`src/rtl/irdist_pkg.sv`:
```
package irdist_pkg;

  localparam int ADC_BITS   = 12;
  localparam int THR_W      = 12;
  localparam int DIST_W     = 16;
  localparam int CFG_IDX_W  = 2;
  localparam int CFG_DATA_W = 16;

  localparam logic [CFG_IDX_W-1:0] REG_FAR_THRESHOLD  = 2'd0;
  localparam logic [CFG_IDX_W-1:0] REG_NEAR_THRESHOLD = 2'd1;
  localparam logic [CFG_IDX_W-1:0] REG_MIN_DISTANCE   = 2'd2;
  localparam logic [CFG_IDX_W-1:0] REG_FAR_DISTANCE   = 2'd3;

  localparam logic [THR_W-1:0]  FAR_THRESHOLD_RST  = 12'd434;
  localparam logic [THR_W-1:0]  NEAR_THRESHOLD_RST = 12'd3114;
  localparam logic [DIST_W-1:0] MIN_DISTANCE_RST   = 16'd6400;
  localparam logic [DIST_W-1:0] FAR_DISTANCE_RST   = 16'd38400;
  localparam logic [DIST_W-1:0] AVERAGE_RST        = 16'd38400;

  // 77285.5 cm * 100 * 256 over (100 * raw - 2482)
  localparam logic [31:0]       CURVE_NUM = 32'd1978508800;
  localparam logic [11:0]       CURVE_OFS = 12'd2482;
  localparam logic [DIST_W-1:0] CURVE_HI  = CURVE_NUM[31:16];
  localparam logic [DIST_W-1:0] CURVE_LO  = CURVE_NUM[15:0];
  localparam logic [3:0]        EMA_DIV   = 4'd5;

  typedef struct packed {
    logic [ADC_BITS-1:0] sample_raw;
    logic                conversion_ok;
  } sample_t;

  typedef struct packed {
    logic [DIST_W-1:0] instant_distance;
    logic [DIST_W-1:0] smoothed_distance;
  } result_t;

endpackage

```
`src/rtl/ir_range_to_distance_ema_unit.sv`:
```
// datapath: an accepted sample passes the 16-step bit-serial curve divider when the
// inverse curve is evaluated and skips it when a threshold, the curve pole or
// saturation decides, then the 19-step divide-by-five; one sample at a time, the
// next taken once the result register loads, which waits while dist_ready is low
// and a result is still held; reset: thresholds and distances return to defaults,
// filtered distance to 150 cm
module ir_range_to_distance_ema_unit (
  input  logic                                clk,
  input  logic                                rst,
  input  logic                                smp_valid,
  output logic                                smp_ready,
  input  irdist_pkg::sample_t                 smp,
  output logic                                dist_valid,
  input  logic                                dist_ready,
  output irdist_pkg::result_t                 distance,
  input  logic                                cfg_valid,
  output logic                                cfg_ready,
  input  logic [irdist_pkg::CFG_IDX_W-1:0]    cfg_index,
  input  logic [irdist_pkg::CFG_DATA_W-1:0]   cfg_data
);

  localparam int ADC_W = irdist_pkg::ADC_BITS;
  localparam int THR_W = irdist_pkg::THR_W;
  localparam int DW    = irdist_pkg::DIST_W;
  localparam int CMP_W = (ADC_W > THR_W) ? ADC_W : THR_W;
  localparam int DEN_W = ADC_W + 7;
  localparam int REM_W = DEN_W + 1;
  localparam int SUM_W = DW + 3;
  localparam int CNT_W = $clog2(SUM_W);

  typedef enum logic [4:0] {
    S_IDLE = 5'b00001,
    S_DIV  = 5'b00010,
    S_PREP = 5'b00100,
    S_EMA  = 5'b01000,
    S_DONE = 5'b10000
  } state_t;

  state_t             state;
  logic [THR_W-1:0]   far_th;
  logic [THR_W-1:0]   near_th;
  logic [DW-1:0]      min_dist;
  logic [DW-1:0]      far_dist;
  logic [DW-1:0]      avg;
  logic [CNT_W-1:0]   cnt;
  logic               run_div;
  logic [DW-1:0]      inst;
  logic [DEN_W-1:0]   den;
  logic [DEN_W-1:0]   rem;
  logic [DW-1:0]      quo;
  logic [SUM_W-1:0]   esh;
  logic [2:0]         erem;

  logic [ADC_W-1:0]   s;
  logic [CMP_W-1:0]   s_cmp;
  logic [DEN_W-1:0]   s100;
  logic               pole;
  logic [DEN_W-1:0]   den_in;
  logic               sat;
  logic               accept;
  logic               load_out;
  logic [REM_W-1:0]   trial;
  logic               ge;
  logic [REM_W-1:0]   trial_sub;
  logic [DEN_W-1:0]   rem_next;
  logic [3:0]         etrial;
  logic               ge5;
  logic [2:0]         erem_next;
  logic [DW-1:0]      inst_next;
  logic [SUM_W-1:0]   sum;

  assign cfg_ready = 1'b1;
  assign smp_ready = (state == S_IDLE);
  assign accept    = smp_valid && smp_ready;
  assign load_out  = (state == S_DONE) && (!dist_valid || dist_ready);

  // sample classification at accept
  assign s      = smp.conversion_ok ? smp.sample_raw : '0;
  assign s_cmp  = CMP_W'(s);
  assign s100   = (DEN_W'(s) << 6) + (DEN_W'(s) << 5) + (DEN_W'(s) << 2);
  assign pole   = s100 <= DEN_W'(irdist_pkg::CURVE_OFS);
  assign den_in = s100 - DEN_W'(irdist_pkg::CURVE_OFS);
  assign sat    = den_in <= DEN_W'(irdist_pkg::CURVE_HI);

  // one quotient bit of the curve division per cycle
  assign trial     = {rem, quo[DW-1]};
  assign ge        = trial >= REM_W'(den);
  assign trial_sub = trial - REM_W'(den);
  assign rem_next  = ge ? trial_sub[DEN_W-1:0] : trial[DEN_W-1:0];

  // one quotient bit of the divide by five per cycle
  assign etrial    = {erem, esh[SUM_W-1]};
  assign ge5       = etrial >= irdist_pkg::EMA_DIV;
  assign erem_next = ge5 ? 3'(etrial - irdist_pkg::EMA_DIV) : etrial[2:0];

  assign inst_next = !run_div ? inst : ((quo < min_dist) ? min_dist : quo);
  assign sum       = SUM_W'(inst_next) + SUM_W'({avg, 2'b00});

  always_ff @(posedge clk) begin
    if (rst) begin
      state      <= S_IDLE;
      dist_valid <= 1'b0;
      far_th     <= irdist_pkg::FAR_THRESHOLD_RST;
      near_th    <= irdist_pkg::NEAR_THRESHOLD_RST;
      min_dist   <= irdist_pkg::MIN_DISTANCE_RST;
      far_dist   <= irdist_pkg::FAR_DISTANCE_RST;
      avg        <= irdist_pkg::AVERAGE_RST;
    end else begin
      if (cfg_valid) begin
        case (cfg_index)
          irdist_pkg::REG_FAR_THRESHOLD:  far_th   <= cfg_data[THR_W-1:0];
          irdist_pkg::REG_NEAR_THRESHOLD: near_th  <= cfg_data[THR_W-1:0];
          irdist_pkg::REG_MIN_DISTANCE:   min_dist <= cfg_data[DW-1:0];
          irdist_pkg::REG_FAR_DISTANCE:   far_dist <= cfg_data[DW-1:0];
          default: ;
        endcase
      end
      if (load_out) begin
        dist_valid <= 1'b1;
        avg        <= esh[DW-1:0];
      end else if (dist_ready) begin
        dist_valid <= 1'b0;
      end
      case (state)
        S_IDLE: begin
          if (accept) begin
            if (s_cmp > CMP_W'(far_th) && s_cmp <= CMP_W'(near_th) && !pole && !sat) begin
              state <= S_DIV;
            end else begin
              state <= S_PREP;
            end
          end
        end
        S_DIV: begin
          if (cnt == '0) begin
            state <= S_PREP;
          end
        end
        S_PREP: state <= S_EMA;
        S_EMA: begin
          if (cnt == '0) begin
            state <= S_DONE;
          end
        end
        S_DONE: begin
          if (load_out) begin
            state <= S_IDLE;
          end
        end
        default: state <= S_IDLE;
      endcase
    end
  end

  always_ff @(posedge clk) begin
    case (state)
      S_IDLE: begin
        cnt     <= CNT_W'(DW - 1);
        run_div <= 1'b0;
        den     <= den_in;
        rem     <= DEN_W'(irdist_pkg::CURVE_HI);
        quo     <= irdist_pkg::CURVE_LO;
        if (s_cmp <= CMP_W'(far_th)) begin
          inst <= far_dist;
        end else if (s_cmp > CMP_W'(near_th)) begin
          inst <= min_dist;
        end else if (pole) begin
          inst <= far_dist;
        end else if (sat) begin
          inst <= '1;
        end else begin
          run_div <= 1'b1;
        end
      end
      S_DIV: begin
        rem <= rem_next;
        quo <= {quo[DW-2:0], ge};
        cnt <= cnt - 1'b1;
      end
      S_PREP: begin
        inst <= inst_next;
        esh  <= sum;
        erem <= '0;
        cnt  <= CNT_W'(SUM_W - 1);
      end
      S_EMA: begin
        erem <= erem_next;
        esh  <= {esh[SUM_W-2:0], ge5};
        cnt  <= cnt - 1'b1;
      end
      S_DONE: begin
        if (load_out) begin
          distance.instant_distance  <= inst;
          distance.smoothed_distance <= esh[DW-1:0];
        end
      end
      default: ;
    endcase
  end

  a_single_item: assert property (@(posedge clk) disable iff (rst)
    accept |=> !smp_ready)
    else $error("sample taken while busy");

  a_div_rem: assert property (@(posedge clk) disable iff (rst)
    state == S_DIV |-> rem < den)
    else $error("curve remainder out of range");

  a_ema_rem: assert property (@(posedge clk) disable iff (rst)
    state == S_EMA |-> erem < 3'(irdist_pkg::EMA_DIV))
    else $error("average remainder out of range");

  a_ema_dir: assert property (@(posedge clk) disable iff (rst)
    load_out |=> ((distance.smoothed_distance >= $past(avg)) ==
                  (distance.instant_distance >= $past(avg))))
    else $error("average moved away from new distance");

endmodule
```
`config.mk`:
```
export PLATFORM = sky130hd
export DESIGN_NAME = ir_range_to_distance_ema_unit
export DESIGN_NICKNAME = d
export VERILOG_FILES = /design/src/rtl/irdist_pkg.sv /design/src/rtl/ir_range_to_distance_ema_unit.sv
export SDC_FILE = /design/constraint.sdc
export NUM_CORES = 1
export LEC_CHECK = 0
export BUFFER_PORTS_ARGS = -buffer_cell sky130_fd_sc_hd__buf_2
export CAP_MARGIN = 25
export CELL_PAD_IN_SITES_DETAIL_PLACEMENT = 1
export CELL_PAD_IN_SITES_GLOBAL_PLACEMENT = 2
export CORE_MARGIN = 2
export CORE_UTILIZATION = 39
export CTS_CLUSTER_DIAMETER = 40
export DETAILED_ROUTE_END_ITERATION = 10
export PLACE_DENSITY_LB_ADDON = 0.1
export SYNTH_ARGS = -nofsm -noshare
export SYNTH_HDL_FRONTEND = slang
export SYNTH_SLANG_ARGS = --single-unit
```
`constraint.sdc`:
```
create_clock -name clk -period 7.22 [get_ports clk]
set_clock_uncertainty 0.2 [all_clocks]
set_input_delay 0.361 -clock clk [delete_from_list [all_inputs] [get_ports clk]]
set_output_delay 0.361 -clock clk [all_outputs]
set_load 0.01 [all_outputs]
```
==> impl_metrics.py <==
metrics = {
    "cells_and_area": {
        "syn_to_final_growth_pct": 17.4,
        "num_antenna_cells": 0,
        "nets": 1528,
        "drive_above_1_share_pct": 12.2,
        "final_cell_mix": "207 x nand2_1, 153 x a21oi_1, 128 x edfxtp_1",
        "fill_cells": 3470,
        "layout_commonest_cell": "nand2_1",
        "design_area_sq_um": 14300,
        "fin_cells": 1821,
    },
    "timing": {
        "timing_max_transition_violations_final": 0,
        "rsz0062_at_grt": "no",
        "worst_slew_pin_slew_ns": 0.981,
        "timing.final.crit_share_pct": 72.6,
        "fin_ws_ns": 1.98,
        "max_freq_mhz": 191,
        "slew_headroom_pct": 34.6,
        "period_minus_slack_ns": 5.24,
        "finalSetupTns_ns": 0,
        "setup_viol": 0,
        "hold_viol_final": 0,
    },
    "placed_design": {
        "place_congestion": 0.817,
        "pre_cts_ws_ns": 1.80,
        "dpl.cell_count": 1738,
        "place_area_sq_um": 12900,
        "numPortBuffers": 69,
        "dp_hpwl_mm": 24.3,
    },
    "detailed_routing": {
        "vias": 9554,
        "drt_iter0_markers": 452,
        "wire_per_inst_microns": 18.3,
        "via_per_inst": 5.25,
        "ant_nets": 0,
        "drt_drc_violations_left": 0,
        "drt_pass1_iterations": 4,
        "routed_wl_mm": 33.2,
    },
    "die": {
        "fp.dieW_microns": 181,
        "initial_core_util_pct": 39.7,
        "core_area_sq_um": 30700,
        "num_io_pins": 71,
        "num_rows": 64,
        "die-area_sq_um": 32700,
        "fp.dieH_microns": 181,
    },
    "global_routing": {
        "grt_max_degree": 79,
        "grt_pass1_vias": 9755,
        "grtUsageTotal_pct": 20.6,
        "grt_pass1_wl_mm": 54.2,
        "grt-ovfl-total": 0,
        "antenna_found_initial": 0,
    },
    "setup_path": {
        "startpoint_type": "register",
        "critPathKind": "register to register",
        "critPathRequiredTime_ns": 7.29,
        "r2r_cells": 20,
        "critPathArrivalTime_ns": 5.31,
        "end_kind": "register",
        "setup.worst_path.start": "min_dist[5]",
        "rr_startpoint": "min_dist[5]",
        "crit_fanout": 24,
    },
    "synthesis": {
        "syn-cell-area_sq_um": 12200,
        "yosysUniqueCellTypes": 84,
        "avgSynthCellArea_sq_um": 9.26,
        "ys.flop_type": "edfxtp_1",
        "yosysWarnings": 0,
        "syn_inst": 1315,
        "ys_seq_area_share_pct": 44.4,
        "ys_ff_latch": 206,
        "synth_edf_count": 128,
        "synth_nets": 1446,
        "synthArstFlopShare_pct": 0,
    },
    "cts": {
        "cts_setup_buffers": 0,
        "htreeDepth": 2,
        "hold_buffers": 16,
        "cts_resized": 0,
        "cts_buffers": 37,
        "clk_pin_slew_ns": 0.06,
        "cts_root_buf": "clkbuf_16",
        "cts_sinks": 206,
        "clk_latency_ns": 0.51,
        "clockBufferDepth": 3,
        "cts_tree": "done",
    },
    "hold_path": {
        "min_from": "smp_valid",
        "worstHoldPathType": "input pin to register",
        "hold_depth": 3,
    },
    "flow_run": {
        "cap_violations": 0,
    },
    "power_and_ir_drop": {
        "irDropWorstVdd_mv": 0.177,
        "cellLeakagePower_uw": 0.00587,
        "finalPower_uw": 5580,
        "p_per_area_nw_per_um2": 390,
    },
    "run_status": {
        "status": "completed",
    },
}
==> sequential cells by signal, summed over array words and instances, names as in the netlist <==
name	flops
dist_valid	1
min_dist	16
near_th	12
run_div	1
distance	32
cnt	5
quo	16
far_dist	16
esh	19
den	17
far_th	12
erem	3
avg	16
rem	19
inst	16
state	5
==> synth_stat cells, drive strengths merged, types with 17 or more instances <==
library cell,instances,area [sq um]
a21o,46,345
clkbuf,46,173
inv,86,323
xnor2,28,245
edfxtp,128,3840
nor2,95,359
dfxtp,78,1560
nand2b,19,119
nand3b,26,195
ha,89,1110
o21ai,46,234
and2,22,138
nor3,17,85.1
a21oi,154,774
nand2,209,790
xor2,31,272
nand3,24,120
==> worst paths after layout <==
kind	to	slack [ns]
hold / removal	state[0]	0.03
hold reg to reg	distance[22]	0.25
setup reg to reg	esh[16]	1.98
setup / recovery	esh[16]	1.98
==> cell families after synthesis <==
group | Yosys count | share of synthesized area (%)
other cells | 1 | 0.0308
buf+inv | 146 | 4.80
mux | 15 | 1.36
compound gates | 328 | 17.0
fa+ha+maj | 97 | 10.3
xor+xnor | 60 | 4.44
simple gates | 462 | 17.7
flops | 206 | 44.4
==> power breakdown <==
| part | internal (uW) | switching, uW |
|---|---|---|
| clock | 1090 | 622 |
| sequential | 1630 | 139 |
| combinational | 796 | 1300 |
| total | 3520 | 2060 |
==> through the flow <==
step | utilization, % | hold WS [ns]
floorplan | - | 0.227
global placement | 42.0 | 0.237
detailed placement | 42.1 | 0.243
CTS | 46.6 | 0.00688
global route | 46.6 | 0.0389
finish | 46.6 | 0.0300
==> worst max-delay path, cell delays in order (launching register included) <==
cell and delay (ns):
dfxtp_1 0.39, inv_1 0.10, ha_1 0.31, a2111oi_0 0.61, o21ai_0 0.19, a21o_1 0.28, buf_4 0.25, nor2_1 0.11
a21oi_1 0.05, a21oi_1 0.30, ha_1 0.34, nor2b_1 0.16, o21ai_0 0.22, a21oi_1 0.12, o21ai_0 0.22, a21oi_1 0.14
o2111ai_1 0.27, nand3_1 0.13, a31oi_1 0.33, xor2_1 0.17, o21ai_0 0.08
==> layer usage <==
layer	wire (microns)	GRT usage, %	vias up
met2	14700	31.5	134
met5	0	0	-
met3	1050	2.86	43
met1	16900	30.6	4578
met4	624	4.81	0
li1	-	-	4799
==> cell type report <==
type	count	area, sq um	share of cell area (%)
Tap cell	396	495	3.47
Sequential cell	206	5410	37.8
Timing Repair Buffer	102	644	4.51
Clock buffer	43	980	6.85
Multi-Input combinational cell	963	6200	43.4
Inverter	87	327	2.28
Clock inverter	24	248	1.73
Power figures use the tool's default switching activity.
